`src/rtl/core/cau_pkg.sv`:
```
// ============================================================================
// cau_pkg: shared constants for the complex arithmetic unit
// Widths, commands, CORDIC angle table and gain constant.
// ============================================================================
package cau_pkg;

  localparam int unsigned DataWidth    = 16;
  localparam int unsigned FracBits     = DataWidth - 4;
  localparam int unsigned CordicStages = 14;
  localparam int unsigned CordicGuard  = 8;
  // CORDIC datapath: operand plus guard bits plus growth headroom
  localparam int unsigned CW           = DataWidth + CordicGuard + 3;
  localparam int unsigned ZW           = FracBits + 4;
  localparam int unsigned Lat          = CordicStages + 3;

  typedef enum logic [2:0] {
    CmdAdd   = 3'd0,
    CmdSub   = 3'd1,
    CmdMul   = 3'd2,
    CmdConj  = 3'd3,
    CmdScale = 3'd4,
    CmdEq    = 3'd5,
    CmdPolar = 3'd6
  } cmd_e;

  localparam logic signed [63:0] HalfPiQ30   = 64'sd1686629713;
  localparam logic signed [63:0] InvGainQ30  = 64'sd652032874;

  function automatic logic signed [63:0] atan_q30(input int unsigned i);
    case (i)
      0: atan_q30 = 64'sd843314857;   1: atan_q30 = 64'sd497837829;
      2: atan_q30 = 64'sd263043837;   3: atan_q30 = 64'sd133525159;
      4: atan_q30 = 64'sd67021687;    5: atan_q30 = 64'sd33543516;
      6: atan_q30 = 64'sd16775851;    7: atan_q30 = 64'sd8388437;
      8: atan_q30 = 64'sd4194283;     9: atan_q30 = 64'sd2097149;
      default: atan_q30 = 64'sd1 <<< (30 - i);
    endcase
  endfunction

  // atan(2^-i) rounded half up to FracBits
  function automatic logic signed [ZW-1:0] atan_fix(input int unsigned i);
    logic signed [63:0] v;
    v = (atan_q30(i) + (64'sd1 <<< (30 - FracBits - 1))) >>> (30 - FracBits);
    atan_fix = ZW'(v);
  endfunction

  function automatic logic signed [ZW-1:0] half_pi_fix();
    logic signed [63:0] v;
    v = (HalfPiQ30 + (64'sd1 <<< (30 - FracBits - 1))) >>> (30 - FracBits);
    half_pi_fix = ZW'(v);
  endfunction

  typedef struct packed {
    logic [2:0]                  cmd;
    logic signed [DataWidth-1:0] re;
    logic signed [DataWidth-1:0] im;
    logic                        eq;
    logic                        sat;
  } side_t;

  typedef struct packed {
    logic                 valid;
    logic                 zero;
    logic signed [CW-1:0] x;
    logic signed [CW-1:0] y;
    logic signed [ZW-1:0] z;
  } crd_t;

  typedef struct packed {
    logic                        valid;
    side_t                       side;
  } ctl_t;

endpackage

```
`src/rtl/core/cau_back.sv`:
```
// ============================================================================
// cau_back: polar finish and output register
// Gain correction of the CORDIC magnitude, result select and saturation.
// ============================================================================
module cau_back (
  input  logic                   clk_i,
  input  logic                   rst_ni,
  input  logic                   en_i,
  input  cau_pkg::crd_t          crd_i,
  input  cau_pkg::ctl_t          ctl_i,
  output logic                   valid_o,
  output cau_pkg::side_t         side_o
);
  localparam int unsigned DW = cau_pkg::DataWidth;
  localparam int unsigned MW = cau_pkg::CW - cau_pkg::CordicGuard + 1;
  localparam logic signed [63:0] Hi = 64'sd1 <<< (DW - 1);

  logic signed [MW-1:0]  m;
  logic signed [MW+31:0] prod_q;
  cau_pkg::crd_t         crd_q;
  cau_pkg::ctl_t         ctl_q;

  assign m = MW'((crd_i.x + cau_pkg::CW'(1 << (cau_pkg::CordicGuard - 1)))
                 >>> cau_pkg::CordicGuard);

  logic signed [MW+31:0] mag;
  logic signed [63:0]    mg, ph;
  cau_pkg::side_t        sd;

  always_comb begin
    mag = (prod_q + (MW+32)'(64'sd1 <<< 29)) >>> 30;
    mg  = crd_q.zero ? 64'sd0 : 64'(mag);
    ph  = crd_q.zero ? 64'sd0 : 64'(crd_q.z);
    sd  = ctl_q.side;
    if (ctl_q.side.cmd == cau_pkg::CmdPolar) begin
      sd.sat = (mg > Hi - 1) || (mg < -Hi) || (ph > Hi - 1) || (ph < -Hi);
      sd.re  = (mg > Hi - 1) ? DW'(Hi - 1) : (mg < -Hi) ? DW'(-Hi) : DW'(mg);
      sd.im  = (ph > Hi - 1) ? DW'(Hi - 1) : (ph < -Hi) ? DW'(-Hi) : DW'(ph);
    end
  end

  // only the valid flags are reset
  always_ff @(posedge clk_i or negedge rst_ni) begin
    if (!rst_ni) begin
      ctl_q.valid <= 1'b0;
      valid_o     <= 1'b0;
    end else if (en_i) begin
      ctl_q   <= ctl_i;
      valid_o <= ctl_q.valid;
      prod_q  <= (MW+32)'(m) * (MW+32)'(cau_pkg::InvGainQ30);
      crd_q   <= crd_i;
      side_o  <= sd;
    end
  end
endmodule

```
`config.mk`:
```
export PLATFORM = sky130hd
export DESIGN_NAME = cau_back
export DESIGN_NICKNAME = d
export VERILOG_FILES = /design/src/rtl/core/cau_pkg.sv /design/src/rtl/core/cau_back.sv
export SDC_FILE = /design/constraint.sdc
export NUM_CORES = 1
export LEC_CHECK = 0
export BUFFER_PORTS_ARGS = -buffer_cell sky130_fd_sc_hd__buf_2
export CELL_PAD_IN_SITES_DETAIL_PLACEMENT = 1
export CELL_PAD_IN_SITES_GLOBAL_PLACEMENT = 1
export CORE_UTILIZATION = 53
export DETAILED_ROUTE_END_ITERATION = 12
export PLACE_DENSITY_LB_ADDON = 0.1
export SYNTH_ARGS = -nofsm -noshare
export SYNTH_HDL_FRONTEND = slang
export SYNTH_SLANG_ARGS = --single-unit
```
`constraint.sdc`:
```
create_clock -name clk_i -period 4.2 [get_ports clk_i]
set_clock_uncertainty 0.15 [all_clocks]
set_input_delay 0.63 -clock clk_i [delete_from_list [all_inputs] [get_ports clk_i]]
set_output_delay 0.63 -clock clk_i [all_outputs]
set_load 0.03 [all_outputs]
```
==> flow_metrics.tcl, run 1 <==
set metrics [dict create \
    yosysWarnings 0 \
    initial_utilization 0.539 \
    cts_buffers 17 \
    dp_hpwl_microns 38200 \
    port_buffers 115 \
    netlist_area_sq_mm 0.0140 \
    row_count 59 \
    grt_use_total 0.666 \
    clock-root-buffer "clkbuf_16" \
    ys.flop_type "edfxtp_1" \
    syn_area_per_cell_sq_um 11.3 \
    synth_cells 1246 \
    placedInstanceArea_sq_mm 0.0174 \
    clock-sinks 114 \
    cts.htree.levels 4 \
    worst-ep-kind "register input" \
    place.gp.congestion 0.969 \
    clockBufferDepth 2 \
    grt_max_degree 67 \
    ys_async_sr_fraction 0.0175 \
    synth_fp_nets 1795 \
    post-place-ws_ns -4.01 \
    error "[ERROR GRT-0232] Routing congestion too high. Check the congestion heatmap in the GUI." \
    ios 151 \
    synth_edf_count 112 \
    place_inst 1925 \
    status "did not finish" \
    worst_endpoint "prod_q[50]$_DFFE_PP_/D" \
    ys_seq_area_frac 0.243 \
    grt-ovfl-total 36 \
    chipWidth_microns 165 \
    die_h_microns 165 \
    ys_ff_latch 114 \
    synth_cell_types 53 \
    lastStage "5_1_grt" \
]
==> routing by layer <==
metal,global-route usage,GRT overflow
met2,0.898,17
met1,0.626,0
met4,0.742,19
met5,0.0814,0
met3,0.451,0
==> kinds of logic after synthesis <==
kind of cell | Yosys count | share of synthesized area
adder cells (fa/ha/maj) | 436 | 0.506
flip-flops | 114 | 0.243
AO/OA/AOI/OAI | 125 | 0.0619
AND/OR/NAND/NOR | 176 | 0.0625
multiplexers | 3 | 0.00241
buffers and inverters | 339 | 0.0909
XOR/XNOR | 53 | 0.0336
==> metrics by stage <==
step	util	hold WS (ns)
floorplan	-	0.184
global placement	0.668	0.252
detailed placement	0.668	0.262
CTS	0.723	0.217
==> synth_stat cells, types with 5 or more instances <==
cell type	count	area [sq um]
inv_1	328	1230
fa_1	219	4380
ha_1	217	2720
edfxtp_1	112	3360
nand2_1	51	191
nor2_1	33	124
o21ai_0	30	150
a21oi_1	29	145
xnor2_1	28	245
xor2_1	24	210
nand3_1	21	105
a21o_1	20	150
nand2b_1	19	119
o211ai_1	19	143
nand4_1	15	93.8
clkbuf_1	8	30.0
and3_1	7	43.8
and2_1	5	31.3
o21bai_1	5	37.5
==> repair_timing <==
action,4_1_cts
endpoints found under the setup margin,21
endpoints found under the hold margin,2
hold buffers,1
pin swaps,67
resized for setup,114
buffers inserted,38
==> run 2, diff against run 1 <==
Settings changed: CELL_PAD_IN_SITES_DETAIL_PLACEMENT 1 to default, CELL_PAD_IN_SITES_GLOBAL_PLACEMENT 1 to default, CORE_UTILIZATION 53 to 40, PLACE_DENSITY_LB_ADDON 0.1 to 0.15.
==> flow_metrics.tcl, run 2 <==
set metrics [dict create \
    status "finished with violations" \
    failed_checks "negative setup slack" \
    synth.area.mux_share 0.00241 \
    clock-sinks 114 \
    die_area_sq_mm 0.0359 \
    syn_area_per_cell_sq_um 11.3 \
    drc 0 \
    synth_common_cells "inv_1, fa_1, ha_1, edfxtp_1, nand2_1" \
    synth_compound_area_frac 0.0619 \
    maxCapViolCount 0 \
    antenna_cells 0 \
    fin_crit_sh 1.74 \
    ys_async_sr_fraction 0.0175 \
    first_pass_iters 5 \
    crit_path_end_kind "flop" \
    synth_top_family_by_area "adder cells" \
    arrival_ns 7.33 \
    grt_use_total 0.207 \
    finalWorstSetupSlack_ns -3.12 \
    cts_tree "yes" \
    area_growth_pct 36.4 \
    synthTopCellsByArea "fa_1, edfxtp_1, ha_1" \
    largest_register_ffs 38 \
    fmax_mhz 137 \
    r2r_slack_ns 1.28 \
    ys_ff_latch 114 \
    synth_cells 1246 \
    regToRegStartpoint "prod_q[34]$_DFFE_PP_" \
    clockBufferDepth 2 \
    clock_latency_ns 0.41 \
    critical_path.top_delay_family "adder cells" \
    die_h_microns 189 \
    antenna_found_initial 1 \
    totalWireLength_microns 35700 \
    initial_utilization 0.407 \
    wl_per_cell_microns 16.8 \
    drt-initial-drc-count 354 \
    setup_viol 21 \
    fin_nets 2208 \
    worstMarginPinSlew_ns 0.771 \
    rsz0062_at_grt "true" \
    final_hold_viol_count 0 \
    ant_nets 0 \
    final_area_sq_mm 0.0192 \
    slew_violations 0 \
    synth_cell_types 53 \
    yosys.area_share.adder 0.506 \
    dp_hpwl_microns 30800 \
    fill_cells 3014 \
    setup.worst_path.start_class "input port" \
    max_stage_delay_ns 0.59 \
    synth_edf_count 112 \
    slew_headroom 0.486 \
    layout_commonest_cell "inv_1" \
    top_regs "ctl_q: 38 flops, side_o: 37 flops, prod_q: 21 flops" \
    ys_seq_area_frac 0.243 \
    port_buffers 115 \
    hold_depth 1 \
    placedInstanceArea_sq_mm 0.0175 \
    yosys.area_share.simple 0.0626 \
    rr_endpoint "side_o[20]$_DFFE_PP_" \
    layout-drive-gt1-share 0.372 \
    num_vias 9864 \
    synth_fp_nets 1795 \
    crit_required_ns 4.21 \
    core_sq_mm 0.0345 \
    synth.most_common_cell "inv_1" \
    yosysTopAreaCell "fa_1" \
    place.gp.congestion 0.946 \
    fin_crit_ns 7.32 \
    viasPerCell 4.64 \
    row_count 68 \
    r2r_cells 7 \
    crit_top_cell "fa_1" \
    clock-root-buffer "clkbuf_16" \
    yosysWarnings 0 \
    cpMaxStageDelayCell "fa_2" \
    synth-xor-area-share 0.0336 \
    netlist_area_sq_mm 0.0140 \
    grt_max_degree 61 \
    hold_class "in -> reg" \
    ios 151 \
    hold_end "ctl_q[3]$_DFFE_PP_" \
    synth_top_area_share 0.312 \
    grt_pass1_vias 10643 \
    worstHoldStart "ctl_i[3]" \
    ys.flop_type "edfxtp_1" \
    path_max_fanout 4 \
    area.sequential_sq_mm 0.00341 \
    cts_buffers 17 \
    cts.htree.levels 4 \
    grt-ovfl-total 0 \
    chipWidth_microns 189 \
    grt_pass1_wl_microns 56300 \
    clkTransAtPathRegs_ns 0.06 \
    multiInputGateArea_sq_mm 0.0105 \
    top_register "ctl_q" \
    path_class "in -> reg" \
    layout_common_cells "inv_1, buf_4, fa_1" \
    cp.buffers_inverters 8 \
]
run 2: logic make-up (layout without fill, tap and decap cells):
family          Yosys count  count (layout)
fa+ha+maj               436             436
buf+inv                 339             765
simple gates            176             176
compound gates          125             125
flops                   114             114
xor+xnor                 53              53
mux                       3               3
run 2: cell type report:
| type | instances | share of cell area |
|---|---|---|
| clock inverters | 15 | 0.00588 |
| inverters | 328 | 0.0647 |
| multi-input cells | 793 | 0.548 |
| flip-flops and latches | 114 | 0.178 |
| clock buffers | 17 | 0.0222 |
| well taps | 455 | 0.0297 |
| repair buffers | 405 | 0.151 |
run 2: how the worst max path moves through the flow:
stage,from,end,depth (start not counted)
2_1_floorplan,crd_i[59],prod_q[46]$_DFFE_PP_,23
3_3_place_gp,crd_i[54],prod_q[42]$_DFFE_PP_,29
3_5_place_dp,crd_i[53],prod_q[46]$_DFFE_PP_,29
4_1_cts,crd_i[54],prod_q[50]$_DFFE_PP_,27
5_1_grt,crd_i[54],prod_q[50]$_DFFE_PP_,31
6_report,crd_i[54],prod_q[50]$_DFFE_PP_,31
run 2: what timing repair did:
item / CTS / global route
endpoints found under the hold margin: 2 / 0
buffers inserted: 34 / 29
cloned: 0 / 0
pin swaps: 57 / 90
resized for setup: 61 / 102
hold buffers: 1 / 0
setup endpoints to repair: 21 / 21
run 2: stage by stage:
step	setup TNS [ns]	hold WS [ns]	util	std cells	setup WS [ns]
after floorplan	-58.11	0.184	-	1246	-3.15
after global placement	-70.76	0.259	0.506	2039	-3.72
after detailed placement	-71.59	0.258	0.506	2039	-3.83
after CTS	-60.21	0.218	0.536	2105	-3.11
after global routing	-65.39	0.225	0.554	2127	-3.34
final	-60.75	0.240	0.554	2127	-3.12
run 2: per-layer routing:
layer	track usage	share of wire	vias up	routed length, microns
li1	-	-	4836	-
met1	0.269	0.45	4752	15900
met2	0.352	0.48	224	17100
met3	0.0321	0.047	50	1670
met4	0.0685	0.029	2	1040
met5	0	0.00025	-	9
Power of run 2 is not shown: default switching activity piles up to over one toggle a cycle in this logic, so the estimate is an artifact.
==> run 3, diff against run 2 <==
Settings changed: BUFFER_PORTS_ARGS -buffer_cell sky130_fd_sc_hd__buf_2 to -buffer_cell sky130_fd_sc_hd__clkbuf_2.
==> flow_metrics.tcl, run 3 (synthesis gave the netlist of run 2 again) <==
set metrics [dict create \
    status "finished with violations" \
    failed_checks "negative setup slack" \
    die_h_microns 189 \
    crit_required_ns 4.22 \
    cts_buffers 17 \
    row_count 68 \
    clockBufferDepth 2 \
    first_pass_iters 4 \
    top_register "ctl_q" \
    rsz0062_at_grt "true" \
    r2r_cells 7 \
    clock_latency_ns 0.42 \
    drc 0 \
    wl_per_cell_microns 16.8 \
    hold_depth 1 \
    chipWidth_microns 189 \
    port_buffers 115 \
    clock-root-buffer "clkbuf_16" \
    area_growth_pct 34.4 \
    clkTransAtPathRegs_ns 0.06 \
    grt_use_total 0.208 \
    top_regs "ctl_q: 38 flops, side_o: 37 flops, prod_q: 21 flops" \
    cts_tree "yes" \
    grt_pass1_wl_microns 57000 \
    setup_tns_ns -58.65 \
    grt-ovfl-total 0 \
    layout-drive-gt1-share 0.343 \
    dp_hpwl_microns 30900 \
    layout_commonest_cell "inv_1" \
    path_max_fanout 5 \
    final_hold_viol_count 0 \
    arrival_ns 7.30 \
    cts.htree.levels 4 \
    fin_nets 2190 \
    num_vias 9748 \
    setup_viol 21 \
    grt_max_degree 57 \
    hold_slack_ns 0.235 \
    largest_register_ffs 38 \
    path_class "in -> reg" \
    antenna_cells 0 \
    setup.worst_path.start_class "input port" \
    antenna_found_initial 0 \
    fmax_mhz 137 \
    post-place-ws_ns -3.86 \
    worstMarginPinSlew_ns 0.755 \
    die_area_sq_mm 0.0359 \
    layout_common_cells "inv_1, buf_4, fa_1" \
    maxCapViolCount 0 \
    ios 151 \
    hold_class "in -> reg" \
    clock-sinks 114 \
    drt-initial-drc-count 385 \
    viasPerCell 4.62 \
    finalWorstSetupSlack_ns -3.08 \
    grt_pass1_vias 10702 \
    slew_headroom 0.497 \
    fin_crit_sh 1.73 \
    place_inst 2037 \
    slew_violations 0 \
    initial_utilization 0.407 \
    crit_path_end_kind "flop" \
    fin_crit_ns 7.28 \
    totalWireLength_microns 35400 \
    core_sq_mm 0.0345 \
    place.gp.congestion 0.999 \
    fin_cells 2109 \
    ant_nets 0 \
]
-- run 3: cell types whose count changed in the layout (fill, tap and decap cells not counted), moves of 8 or more --
cell / delta
fa_2: -8
inv_1: +12
inv_2: -13
ha_4: -8
buf_4: -12
buf_2: -112
ha_1: +9
fa_1: +8
clkbuf_2: +112
-- run 3: metrics by stage --
stage	area, sq um	utilization
finish	18900	0.546
global placement	17500	0.505
detailed placement	17500	0.505
global route	18900	0.546
floorplan	14600	-
CTS	18500	0.535
-- run 3: layer usage --
| metal | GRT usage | share of wire | vias to the layer above |
|---|---|---|---|
| met2 | 0.365 | 0.48 | 215 |
| met5 | 0 | 0 | - |
| met1 | 0.277 | 0.46 | 4703 |
| li1 | - | - | 4792 |
| met4 | 0.0481 | 0.020 | 0 |
| met3 | 0.0198 | 0.043 | 38 |
-- run 3: path summary, 6_finish.rpt --
path	start	to	slack (ns)
worst max-delay path	crd_i[54]	prod_q[50]$_DFFE_PP_	-3.08
worst min-delay path	ctl_i[4]	ctl_q[4]$_DFFE_PP_	0.23
worst max register to register	prod_q[34]$_DFFE_PP_	side_o[32]$_DFFE_PP_	1.23
worst min register to register	ctl_q[1]$_DFFE_PP_	side_o[1]$_DFFE_PP_	0.27
max in group asynchronous	rst_ni	ctl_q[37]$_DFFE_PN0P_	3.40
min in group asynchronous	rst_ni	valid_o$_DFFE_PN0P_	0.39
-- run 3: critical path, cell delays in order --
cell and delay, ns:
buf_8 0.08, nand3_4 0.08, nor2_4 0.17, nand2_2 0.09
nor2_4 0.19, and3_4 0.24, xor2_4 0.21, buf_6 0.13
inv_2 0.03, fa_2 0.48, fa_2 0.57, fa_2 0.45
fa_2 0.54, inv_2 0.04, fa_1 0.47, fa_1 0.54
ha_4 0.21, ha_4 0.28, nand4_1 0.14, nor2_2 0.15
o211ai_1 0.10, a31o_2 0.27, a2111oi_4 0.42, a2111oi_4 0.13
buf_6 0.16, o311ai_4 0.21, a31oi_1 0.14, xnor2_1 0.14
-- run 3: final cells by class --
type | count | area, sq um
multi-input combinational | 793 | 10300
fill | 3072 | 15700
tap | 455 | 569
timing repair buffer | 387 | 2730
clock buffer | 17 | 425
sequential | 114 | 3410
inverter | 328 | 1240
clock inverter | 15 | 181
-- run 3: what timing repair did --
item,CTS,global route
setup buffers,29,17
hold buffers,1,0
endpoints found under the setup margin,21,21
resized for setup,48,69
cloned,0,0
endpoints found under the hold margin,2,0
pin swaps,47,80
Power of run 3 is left out for the same reason.
