==> src/rtl/core/cau_pkg.sv <==
// ============================================================================
// cau_pkg: shared constants for the complex arithmetic unit
// Widths, commands, CORDIC angle table and gain constant.
// ============================================================================
package cau_pkg;

  localparam int unsigned DataWidth    = 16;
  localparam int unsigned FracBits     = DataWidth - 4;
  localparam int unsigned CordicStages = 14;
  localparam int unsigned CordicGuard  = 8;
  // CORDIC datapath: operand plus guard bits plus growth headroom
  localparam int unsigned CW           = DataWidth + CordicGuard + 3;
  localparam int unsigned ZW           = FracBits + 4;
  localparam int unsigned Lat          = CordicStages + 3;

  typedef enum logic [2:0] {
    CmdAdd   = 3'd0,
    CmdSub   = 3'd1,
    CmdMul   = 3'd2,
    CmdConj  = 3'd3,
    CmdScale = 3'd4,
    CmdEq    = 3'd5,
    CmdPolar = 3'd6
  } cmd_e;

  localparam logic signed [63:0] HalfPiQ30   = 64'sd1686629713;
  localparam logic signed [63:0] InvGainQ30  = 64'sd652032874;

  function automatic logic signed [63:0] atan_q30(input int unsigned i);
    case (i)
      0: atan_q30 = 64'sd843314857;   1: atan_q30 = 64'sd497837829;
      2: atan_q30 = 64'sd263043837;   3: atan_q30 = 64'sd133525159;
      4: atan_q30 = 64'sd67021687;    5: atan_q30 = 64'sd33543516;
      6: atan_q30 = 64'sd16775851;    7: atan_q30 = 64'sd8388437;
      8: atan_q30 = 64'sd4194283;     9: atan_q30 = 64'sd2097149;
      default: atan_q30 = 64'sd1 <<< (30 - i);
    endcase
  endfunction

  // atan(2^-i) rounded half up to FracBits
  function automatic logic signed [ZW-1:0] atan_fix(input int unsigned i);
    logic signed [63:0] v;
    v = (atan_q30(i) + (64'sd1 <<< (30 - FracBits - 1))) >>> (30 - FracBits);
    atan_fix = ZW'(v);
  endfunction

  function automatic logic signed [ZW-1:0] half_pi_fix();
    logic signed [63:0] v;
    v = (HalfPiQ30 + (64'sd1 <<< (30 - FracBits - 1))) >>> (30 - FracBits);
    half_pi_fix = ZW'(v);
  endfunction

  typedef struct packed {
    logic [2:0]                  cmd;
    logic signed [DataWidth-1:0] re;
    logic signed [DataWidth-1:0] im;
    logic                        eq;
    logic                        sat;
  } side_t;

  typedef struct packed {
    logic                 valid;
    logic                 zero;
    logic signed [CW-1:0] x;
    logic signed [CW-1:0] y;
    logic signed [ZW-1:0] z;
  } crd_t;

  typedef struct packed {
    logic                        valid;
    side_t                       side;
  } ctl_t;

endpackage

==> src/rtl/core/cau_cell.sv <==
// ============================================================================
// cau_cell: one CORDIC vectoring cell
// Rotates toward the x axis by atan(2^-stage) and hands the item on.
// ============================================================================
module cau_cell (
  input  logic            clk_i,
  input  logic            rst_ni,
  input  logic            en_i,
  input  logic [4:0]      stage_i,
  input  cau_pkg::crd_t   crd_i,
  input  cau_pkg::ctl_t   ctl_i,
  output cau_pkg::crd_t   crd_o,
  output cau_pkg::ctl_t   ctl_o
);
  cau_pkg::crd_t crd_d, crd_q;
  cau_pkg::ctl_t ctl_q;
  logic signed [cau_pkg::CW-1:0] dx, dy;
  logic signed [cau_pkg::ZW-1:0] a;

  always_comb begin
    dx    = crd_i.y >>> stage_i;
    dy    = crd_i.x >>> stage_i;
    a     = cau_pkg::atan_fix(32'(stage_i));
    crd_d = crd_i;
    if (!crd_i.y[cau_pkg::CW-1]) begin
      crd_d.x = crd_i.x + dx;
      crd_d.y = crd_i.y - dy;
      crd_d.z = crd_i.z + a;
    end else begin
      crd_d.x = crd_i.x - dx;
      crd_d.y = crd_i.y + dy;
      crd_d.z = crd_i.z - a;
    end
  end

  // only the valid flags are reset
  always_ff @(posedge clk_i or negedge rst_ni) begin
    if (!rst_ni) begin
      ctl_q.valid <= 1'b0;
      crd_q.valid <= 1'b0;
    end else if (en_i) begin
      ctl_q <= ctl_i;
      crd_q <= crd_d;
    end
  end

  assign crd_o = crd_q;
  assign ctl_o = ctl_q;
endmodule

==> config.mk <==
export PLATFORM = sky130hd
export DESIGN_NAME = cau_cell
export DESIGN_NICKNAME = d
export VERILOG_FILES = /design/src/rtl/core/cau_pkg.sv /design/src/rtl/core/cau_cell.sv
export SDC_FILE = /design/constraint.sdc
export NUM_CORES = 1
export LEC_CHECK = 0
export BUFFER_PORTS_ARGS = -buffer_cell sky130_fd_sc_hd__buf_2
export CORE_MARGIN = 2
export CORE_UTILIZATION = 55
export DETAILED_ROUTE_END_ITERATION = 6
export PLACE_DENSITY = 0.78
export SLEW_MARGIN = 20
export SYNTH_ARGS = -nofsm -noshare
export SYNTH_HDL_FRONTEND = slang
export SYNTH_SLANG_ARGS = --single-unit
==> constraint.sdc <==
create_clock -name clk_i -period 1.3 [get_ports clk_i]
set_input_delay 0.325 -clock clk_i [delete_from_list [all_inputs] [get_ports clk_i]]
set_output_delay 0.325 -clock clk_i [all_outputs]
set_load 0.01 [all_outputs]
==> impl_metrics.yaml, run 1 <==
yosys:
  synth.most_common_cell: "edfxtp_1"
  synth.ff_latch_count: 110
  syn_area_um2: 11700
  yosysSeqAreaShare: 0.281
  ys_warn_count: 0
  synth-async-reset-ratio: 0.0182
  netlist_instances: 1197
  synth_area_leader_cell: "edfxtp_1"
  ys.flop_type: "edfxtp_1"
  synth.area.top_cells: "edfxtp_1 28%, mux4_2 13%, ha_1 8.0%"
  syn_area_per_cell_um2: 9.79
  synthDistinctLibCells: 83
  netlist.area_leader.share: 0.277
  synth_top_cells_by_count: "108 x edfxtp_1, 105 x nor2_1, 94 x a21oi_1, 83 x nand2_1, 76 x xnor2_1"
  syn_nets: 1393
  synth-edff-count: 108
clocking:
  h-tree-depth: 3
  cts_buffer_depth: 2
  cts_buffers: 9
  root_buffer: "clkbuf_16"
  cts_sinks: 110
run_status:
  stop_stage: "global routing (5_1_grt)"
  error_line: "[ERROR GRT-0232] Routing congestion too high. Check the congestion heatmap in the GUI."
  status: "aborted with a tool error"
die:
  die_w_um: 150
  ios: 228
  start_util: 0.559
  fp.dieH_um: 150
  rows: 53
timing:
  grt-worst-endpoint: "crd_o[42]$_DFFE_PP_/D"
  worstEndpointType: "register input"
global_routing:
  grt.total_usage: 0.740
  overflow: 27
  grt_max_degree: 44
place:
  gp_congestion: 1.04
  pre_cts_slack_ns: -4.24
  portBuffers: 227
  dp_hpwl_mm: 36.2
-- routing by layer --
metal  global-route usage  GRT overflow
met5                0.141             0
met4                0.760            16
met3                0.579             1
met2                0.923            10
met1                0.729             0
-- cell families after synthesis --
kind of cell | share of synthesized area
buf+inv | 0.0395
xor+xnor | 0.0882
mux | 0.196
simple gates | 0.140
flops | 0.281
compound gates | 0.170
fa+ha+maj | 0.0852
-- repair_timing --
item	4_1_cts
hold buffers	1
hold endpoints to repair	2
cloned	3
setup endpoints to repair	70
pin swaps	110
gates resized for setup	226
setup buffers	72
-- through the flow --
step                setup TNS, ns  cell area, um^2  hold WS (ns)  std cells
CTS                       -188.40            18700         0.116       2186
global placement          -224.88            16900         0.116       2105
detailed placement        -233.91            16900         0.120       2105
floorplan                 -220.15            12200        0.0294       1197
==> run 2, diff against run 1 <==
- CORE_UTILIZATION: 55 -> 40
- PLACE_DENSITY: 0.78 -> unset
- PLACE_DENSITY_LB_ADDON: unset -> 0.15
==> impl_metrics.yaml, run 2 <==
cells_and_area:
  layout_commonest_cell: "buf_4"
  fin_cells: 2329
  final_layout_size_suffix_gt1_frac: 0.593
  final_cell_mix: "496 x buf_4, 224 x buf_2, 108 x edfxtp_1"
  syn_to_final_growth_pct: 67.9
  finalNetCount: 2136
  num_antenna_cells: 0
  largest_reg_flops: 72
timing:
  setup_viol: 70
  max_freq_mhz: 204
  period_share: 3.76
  tightest_slew_ns: 0.620
  finalClockSkew_ns: 0
  fin_setup_tns_ns: -195.11
  worst_slack_ns: -3.59
  hold_viol: 0
  slew_headroom: 0.587
  finalCriticalPeriod_ns: 4.89
  grt_setup_unrepaired: "true"
  hold_slack_ns: 0.119
  drv_slew: 0
yosys:
  synth.ff_latch_count: 110
  ys_warn_count: 0
  synth.area.top_cells: "edfxtp_1 28%, mux4_2 13%, ha_1 8.0%"
  synth_top_cells_by_count: "108 x edfxtp_1, 105 x nor2_1, 94 x a21oi_1, 83 x nand2_1, 76 x xnor2_1"
  synth.most_common_cell: "edfxtp_1"
  netlist_instances: 1197
  synth-edff-count: 108
  ys.flop_type: "edfxtp_1"
  syn_area_per_cell_um2: 9.79
  syn_nets: 1393
  synth_area_leader_cell: "edfxtp_1"
  synth-async-reset-ratio: 0.0182
  synthDistinctLibCells: 83
  yosysSeqAreaShare: 0.281
  syn_area_um2: 11700
  netlist.area_leader.share: 0.277
global_routing:
  grt_pass1_wl_mm: 68.0
  grt.total_usage: 0.281
  overflow: 0
  antenna_found_initial: 0
  grt_pass1_vias: 12800
  grt_max_degree: 38
worst_setup_path:
  critPathMaxStageDelay_ns: 0.50
  crit_type: "input port to flop"
  slowest_stage: "mux4_2"
  r2r-start: "crd_o[71]"
  crit_family: "compound AO/OA/AOI/OAI gates"
  cp_cell_sequence: "buf_16 > mux2_4 > mux4_2 > mux4_2 > nand4bb_4 > or4_4 > nor3_4 > nand2_2 > mux2_4 > o21ai_4 > ha_4 > a2111o_1 > o22a_1 > o311ai_4 > o21ai_2 > a41o_1 > o311ai_2 > a21oi_1 > xnor2_1"
  cp.required_ns: 1.43
  crit_buf_inv: 1
  startpoint: "stage_i[0]"
  critPathArrivalTime_ns: 5.03
  r2r_setup_slack_ns: 0.52
  cp-end-kind: "flop"
  cp_max_fo: 6
  r2r_cells: 1
  start_kind: "input port"
  reg2reg_to: "crd_o[71]"
hold_path:
  hp-start: "ctl_i[26]"
  min_path_cells: 1
  holdCritPathClass: "input port to flop"
  holdPathEnd: "ctl_o[26]"
clocking:
  cts_buffer_depth: 2
  clk_pin_slew_worst_paths_ns: 0.09
  cts_buffers: 9
  h-tree-depth: 3
  cts_tree: "built"
  root_buffer: "clkbuf_16"
  cts_sinks: 110
  clock_latency_ns: 0.37
power:
  p_leak_nw: 8.67
  power_density_nw_per_um2: 993
  ir_drop_mv: 0.600
die:
  core_area_um2: 28800
  fp.dieH_um: 175
  start_util: 0.407
  ios: 228
  design.die.area_um2: 30700
  rows: 62
  die_w_um: 175
route:
  first_pass_iters: 5
  drc: 0
  post_drt_wl_per_cell_um: 19.1
  drt-vias-per-instance: 5.53
  finalWirelength_mm: 44.4
  vias: 12900
  ant_nets: 0
  drtIter0Drc: 1135
place:
  placed_cells: 2232
  gp_congestion: 0.955
  portBuffers: 227
  dp_hpwl_mm: 33.5
run_status:
  status: "finished with violations"
  violations: "negative setup slack"
job:
  cap_violations: 0
-- run 2: cell counts after synthesis --
No cell type changed its count.
-- run 2: routing by layer --
| metal | track usage | routed length (um) |
|---|---|---|
| met1 | 0.388 | 19500 |
| met2 | 0.448 | 20600 |
| met3 | 0.0511 | 3120 |
| met4 | 0.0851 | 1160 |
| met5 | 0 | 0 |
-- run 2: what timing repair did --
item	CTS	global route
endpoints found under the setup margin	70	70
cloned	4	0
endpoints found under the hold margin	2	0
hold buffers	1	0
buffers inserted	64	45
resized for setup	196	132
pin swaps	68	116
-- run 2: report_power, final --
group	total [W]	switching [W]	internal, W
combinational	0.0118	0.00552	0.00625
sequential	0.00475	0.0000970	0.00465
clock	0.00301	0.00160	0.00141
-- run 2: worst max-delay path by stage --
stage                           end  slack [ns]  depth (start not counted)
after floorplan           crd_o[69]       -3.66                         19
after global placement    crd_o[41]       -4.20                         20
after detailed placement  crd_o[41]       -4.21                         20
after CTS                 crd_o[69]       -3.53                         19
after global routing      crd_o[69]       -3.78                         22
final                     crd_o[69]       -3.59                         19
-- run 2: cells by family (layout without fill, tap and decap cells) --
kind of cell,count (synthesis),after routing,share of synthesized area
flip-flops,110,110,0.281
AO/OA/AOI/OAI,309,309,0.170
multiplexers,144,144,0.196
XOR/XNOR,118,118,0.0882
adder cells (fa/ha/maj),78,78,0.0852
buffers and inverters,105,853,0.0395
AND/OR/NAND/NOR,333,333,0.140
-- run 2: cell type report --
type / instances / area (um^2)
multi-input cells: 982 / 9550
inverters: 48 / 193
clock inverters: 7 / 91.3
clock buffers: 9 / 225
well taps: 384 / 480
fillers: 2280 / 9100
flip-flops and latches: 110 / 3290
repair buffers: 789 / 5850
-- run 2: through the flow --
step                      utilization  cell area (um^2)  worst slack (ns)  total power [W]
final                           0.684             19700             -3.59           0.0195
after global routing            0.684             19700             -3.78           0.0207
after CTS                       0.660             19000             -3.53           0.0188
after detailed placement        0.598             17200             -4.21           0.0144
after global placement          0.598             17200             -4.20           0.0142
after floorplan                     -             12200             -3.66           0.0102
No activity file was read; power rests on OpenSTA's default activity.
==> run 3, diff against run 2 <==
- GPL_ROUTABILITY_DRIVEN: unset -> 0
- REMOVE_ABC_BUFFERS: unset -> 1
==> impl_metrics.yaml, run 3 (synthesis results as in run 2) <==
timing:
  finalCriticalPeriod_ns: 4.89
  fin_setup_tns_ns: -191.28
  drv_slew: 0
  hold_viol: 0
  tightest_slew_ns: 0.662
  worst_slack_ns: -3.59
  max_freq_mhz: 205
  slew_headroom: 0.559
  finalClockSkew_ns: 0
  setup_viol: 70
  period_share: 3.76
  grt_setup_unrepaired: "true"
global_routing:
  grt_pass1_wl_mm: 67.9
  antenna_found_initial: 0
  grt_max_degree: 47
  grt_use_met3: 0.0466
  met2_usage: 0.465
  grt_use_met1: 0.369
  grt_pass1_vias: 12900
  top_usage_layer: "met2"
  overflow: 0
  grt.total_usage: 0.278
die:
  start_util: 0.407
  design.die.area_um2: 30700
  ios: 228
  rows: 62
  core_area_um2: 28800
  fp.dieH_um: 175
  die_w_um: 175
clocking:
  cts_buffers: 9
  clk_pin_slew_worst_paths_ns: 0.09
  clock_latency_ns: 0.36
  root_buffer: "clkbuf_16"
  cts_tree: "built"
  cts_sinks: 110
  cts_buffer_depth: 2
  h-tree-depth: 3
worst_setup_path:
  cp_max_fo: 6
  slowest_stage: "mux4_2"
  crit_family: "simple AND/OR/NAND/NOR gates"
  crit_buf_inv: 5
  crit_type: "input port to flop"
  r2r_cells: 1
  cp.required_ns: 1.42
  critPathMaxStageDelay_ns: 0.54
  start_kind: "input port"
  path_depth: 24
  cp-end-kind: "flop"
  cp_cell_sequence: "buf_16 > buf_12 > buf_8 > mux4_2 > mux4_2 > or3_1 > o31a_1 > nor3_4 > buf_4 > and3_4 > nor2b_4 > buf_6 > and2_4 > nor2_2 > xor2_1 > ha_1 > nor2b_1 > o21ai_1 > nand2_1 > a31oi_4 > o21ai_2 > a221o_1 > a21oi_2 > xnor2_1"
  cpMostUsedCell: "mux4_2"
  critPathArrivalTime_ns: 5.01
power:
  power_density_nw_per_um2: 1000
  p_seq_frac: 0.241
  clkPwrFrac: 0.150
  internal_power_w: 0.0125
  p_leak_nw: 8.59
  swShare: 0.365
  finalPower_w: 0.0197
  ir_drop_mv: 0.635
  p_comb_frac: 0.609
  netSwitchingPower_w: 0.00719
cells_and_area:
  largest_reg_flops: 72
  final_cell_mix: "454 x buf_4, 225 x buf_2, 108 x edfxtp_1"
  final_layout_size_suffix_gt1_frac: 0.603
  num_antenna_cells: 0
  finalNetCount: 2118
  fin_cells: 2310
  layout_commonest_cell: "buf_4"
  syn_to_final_growth_pct: 67.8
route:
  drtIter0Drc: 1159
  vias: 13100
  post_drt_wl_per_cell_um: 19.2
  ant_nets: 0
  drt-vias-per-instance: 5.68
  finalWirelength_mm: 44.4
  first_pass_iters: 6
  drc: 0
hold_path:
  min_path_cells: 1
  holdCritPathClass: "input port to flop"
run_status:
  status: "finished with violations"
  violations: "negative setup slack"
job:
  cap_violations: 0
place:
  placed_cells: 2199
  portBuffers: 227
  dp_hpwl_mm: 31.3
run 3: cell types whose count changed in the layout (fill, tap and decap cells not counted), moves of 7 or more:
cell     change
buf_6       +29
nor2_1       -9
a21oi_2      +9
buf_4       -42
buf_12       -7
o21ai_2      +7
o21ai_0     -11
run 3: stage by stage:
step	instance area (um^2)	hold WS [ns]	setup WS, ns	utilization
global placement	16500	0.208	-4.47	0.572
detailed placement	16500	0.209	-4.57	0.572
finish	19700	0.121	-3.59	0.683
floorplan	11400	0.0294	-4.16	-
global route	19700	0.113	-3.78	0.683
CTS	18700	0.108	-3.59	0.650
run 3: path summary, 6_finish.rpt:
path                       startpoint        end  slack (ns)
hold reg to reg             crd_o[71]  crd_o[71]        0.51
min in group asynchronous      rst_ni  ctl_o[37]        0.41
max in group asynchronous      rst_ni  crd_o[71]        0.81
hold / removal              ctl_i[30]  ctl_o[30]        0.12
setup / recovery           stage_i[0]  crd_o[42]       -3.59
setup reg to reg            ctl_o[37]  ctl_o[37]        0.55
run 3: power groups by stage:
stage / combinational, W / sequential (W) / clock [W]
after floorplan: 0.00443 / 0.00512 / 0
after global placement: 0.00876 / 0.00482 / 0
after detailed placement: 0.00886 / 0.00483 / 0
after CTS: 0.0107 / 0.00475 / 0.00306
after global routing: 0.0129 / 0.00479 / 0.00317
final: 0.0120 / 0.00475 / 0.00295
run 3: final cells by class:
class / count / area, um^2
Timing Repair Buffer: 771 / 5710
Clock buffer: 9 / 225
Multi-Input combinational cell: 982 / 9690
Inverter: 48 / 193
Sequential cell: 110 / 3290
Clock inverter: 6 / 77.6
Fill cell: 2095 / 9110
Tap cell: 384 / 480
run 3: layer usage:
| metal | wire (um) | share of wire |
|---|---|---|
| met1 | 18000 | 0.41 |
| met2 | 21200 | 0.48 |
| met3 | 3590 | 0.081 |
| met4 | 1600 | 0.036 |
| met5 | 0 | 0 |
run 3: timing repair:
| action | 4_1_cts | 5_1_grt |
|---|---|---|
| setup endpoints to repair | 70 | 70 |
| hold buffers | 1 | 0 |
| pin swaps | 131 | 151 |
| resized for setup | 314 | 197 |
| gates cloned | 3 | 0 |
| endpoints found under the hold margin | 2 | 0 |
| buffers inserted | 81 | 50 |
==> run 4, diff against run 3 <==
- CELL_PAD_IN_SITES_DETAIL_PLACEMENT: unset -> 0
- CELL_PAD_IN_SITES_GLOBAL_PLACEMENT: unset -> 1
- CTS_CLUSTER_SIZE: unset -> 16
==> impl_metrics.yaml, run 4 (synthesis results as in run 2) <==
global_routing:
  antenna_found_initial: 0
  grt_pass1_wl_mm: 66.7
  overflow: 0
  grt_pass1_vias: 12700
  grt_max_degree: 40
  grt.total_usage: 0.274
timing:
  finalClockSkew_ns: 0
  tightest_slew_ns: 0.567
  max_freq_mhz: 201
  worst_slack_ns: -3.67
  hold_viol: 0
  setup_viol: 70
  drv_slew: 0
  period_share: 3.82
  slew_headroom: 0.618
  fin_setup_tns_ns: -194.16
  finalCriticalPeriod_ns: 4.97
  grt_setup_unrepaired: "true"
cells_and_area:
  stdcell_area_um2: 19100
  fin_cells: 2307
  multi_input_area_um2: 9210
  seq_area_um2: 3290
  final_layout_size_suffix_gt1_frac: 0.569
  syn_to_final_growth_pct: 62.6
  finalNetCount: 2114
  num_antenna_cells: 0
  largest_reg_flops: 72
  fillers: 2335
  final_cell_mix: "495 x buf_4, 224 x buf_2, 108 x edfxtp_1"
  layout_commonest_cell: "buf_4"
clocking:
  root_buffer: "clkbuf_16"
  clock_latency_ns: 0.37
  cts_buffers: 9
  cts_buffer_depth: 2
  h-tree-depth: 3
  clk_pin_slew_worst_paths_ns: 0.09
  cts_sinks: 110
  cts_tree: "built"
route:
  ant_nets: 0
  vias: 12600
  drt-vias-per-instance: 5.46
  finalWirelength_mm: 42.6
  drc: 0
  drtIter0Drc: 806
  post_drt_wl_per_cell_um: 18.5
  first_pass_iters: 6
power:
  power_density_nw_per_um2: 991
  p_leak_nw: 8.42
  ir_drop_mv: 0.726
  finalPower_w: 0.0189
worst_setup_path:
  cp_max_fo: 7
  crit_type: "input port to flop"
  cp.required_ns: 1.43
  cp-end-kind: "flop"
  critPathArrivalTime_ns: 5.10
  start_kind: "input port"
place:
  portBuffers: 227
  place_area_um2: 16600
  placed_cells: 2208
  dp_hpwl_mm: 32.0
die:
  die_w_um: 175
  start_util: 0.407
  core_area_um2: 28800
  design.die.area_um2: 30700
  rows: 62
  ios: 228
  fp.dieH_um: 175
run_status:
  status: "finished with violations"
  violations: "negative setup slack"
job:
  cap_violations: 0
hold_path:
  holdCritPathClass: "input port to flop"
-- run 4: cell types whose count changed in the layout (fill, tap and decap cells not counted), sizes merged --
cell      previous run  this run
buf                770       766
bufinv               1         0
clkinv               4         5
clkinvlp             0         1
-- run 4: worst max-delay path, stage by stage --
cell and delay, ns:
buf_16 0.12, buf_12 0.14, buf_12 0.12, mux4_2 0.54, mux2_4 0.29, mux4_2 0.50
or4_4 0.56, o41ai_4 0.37, xnor2_1 0.12, ha_2 0.18, a2111o_1 0.45, o311ai_1 0.32
buf_4 0.19, o21ai_4 0.06, a41o_1 0.27, o311ai_2 0.27, a21oi_1 0.13, xnor2_1 0.13
-- run 4: final timing paths --
| kind | startpoint | endpoint | slack (ns) | cells past startpoint |
|---|---|---|---|---|
| max in group asynchronous | rst_ni | ctl_o[37] | 0.88 | 2 |
| max reg2reg | crd_o[71] | crd_o[71] | 0.55 | 1 |
| min reg2reg | ctl_o[37] | ctl_o[37] | 0.51 | 1 |
| min in group asynchronous | rst_ni | crd_o[71] | 0.29 | 2 |
| max | stage_i[0] | crd_o[69] | -3.67 | 18 |
| min | ctl_i[21] | ctl_o[21] | 0.13 | 1 |
-- run 4: power by group --
group,total (W),internal [W],switching (W)
Combinational,0.0112,0.00591,0.00524
Clock,0.00299,0.00141,0.00158
Sequential,0.00475,0.00465,0.0000967
Total,0.0189,0.0120,0.00691
-- run 4: metrics by stage --
stage               setup WS [ns]  hold slack [ns]   util
floorplan                   -4.16           0.0294      -
finish                      -3.67            0.125  0.662
CTS                         -3.60            0.114  0.644
global route                -3.80            0.104  0.662
detailed placement          -4.53            0.121  0.576
global placement            -4.40            0.116  0.576
-- run 4: layout make-up --
class                   count  area share
well taps                 384      0.0252
multi-input cells         982       0.483
inverters                  48     0.00978
repair buffers            767       0.292
clock inverters             7     0.00492
flip-flops and latches    110       0.173
clock buffers               9      0.0118
-- run 4: layer usage --
| metal | part of all wire | up-vias | track usage |
|---|---|---|---|
| met4 | 0.045 | 0 | 0.120 |
| li1 | - | 6005 | - |
| met1 | 0.41 | 5936 | 0.352 |
| met5 | 0 | - | 0 |
| met2 | 0.47 | 541 | 0.447 |
| met3 | 0.079 | 110 | 0.0535 |
-- run 4: what timing repair did --
action	4_1_cts	5_1_grt
gates cloned	3	0
pin swaps	119	59
resized for setup	266	78
setup buffers	63	25
hold endpoints to repair	2	0
setup endpoints to repair	70	70
hold buffers	1	0
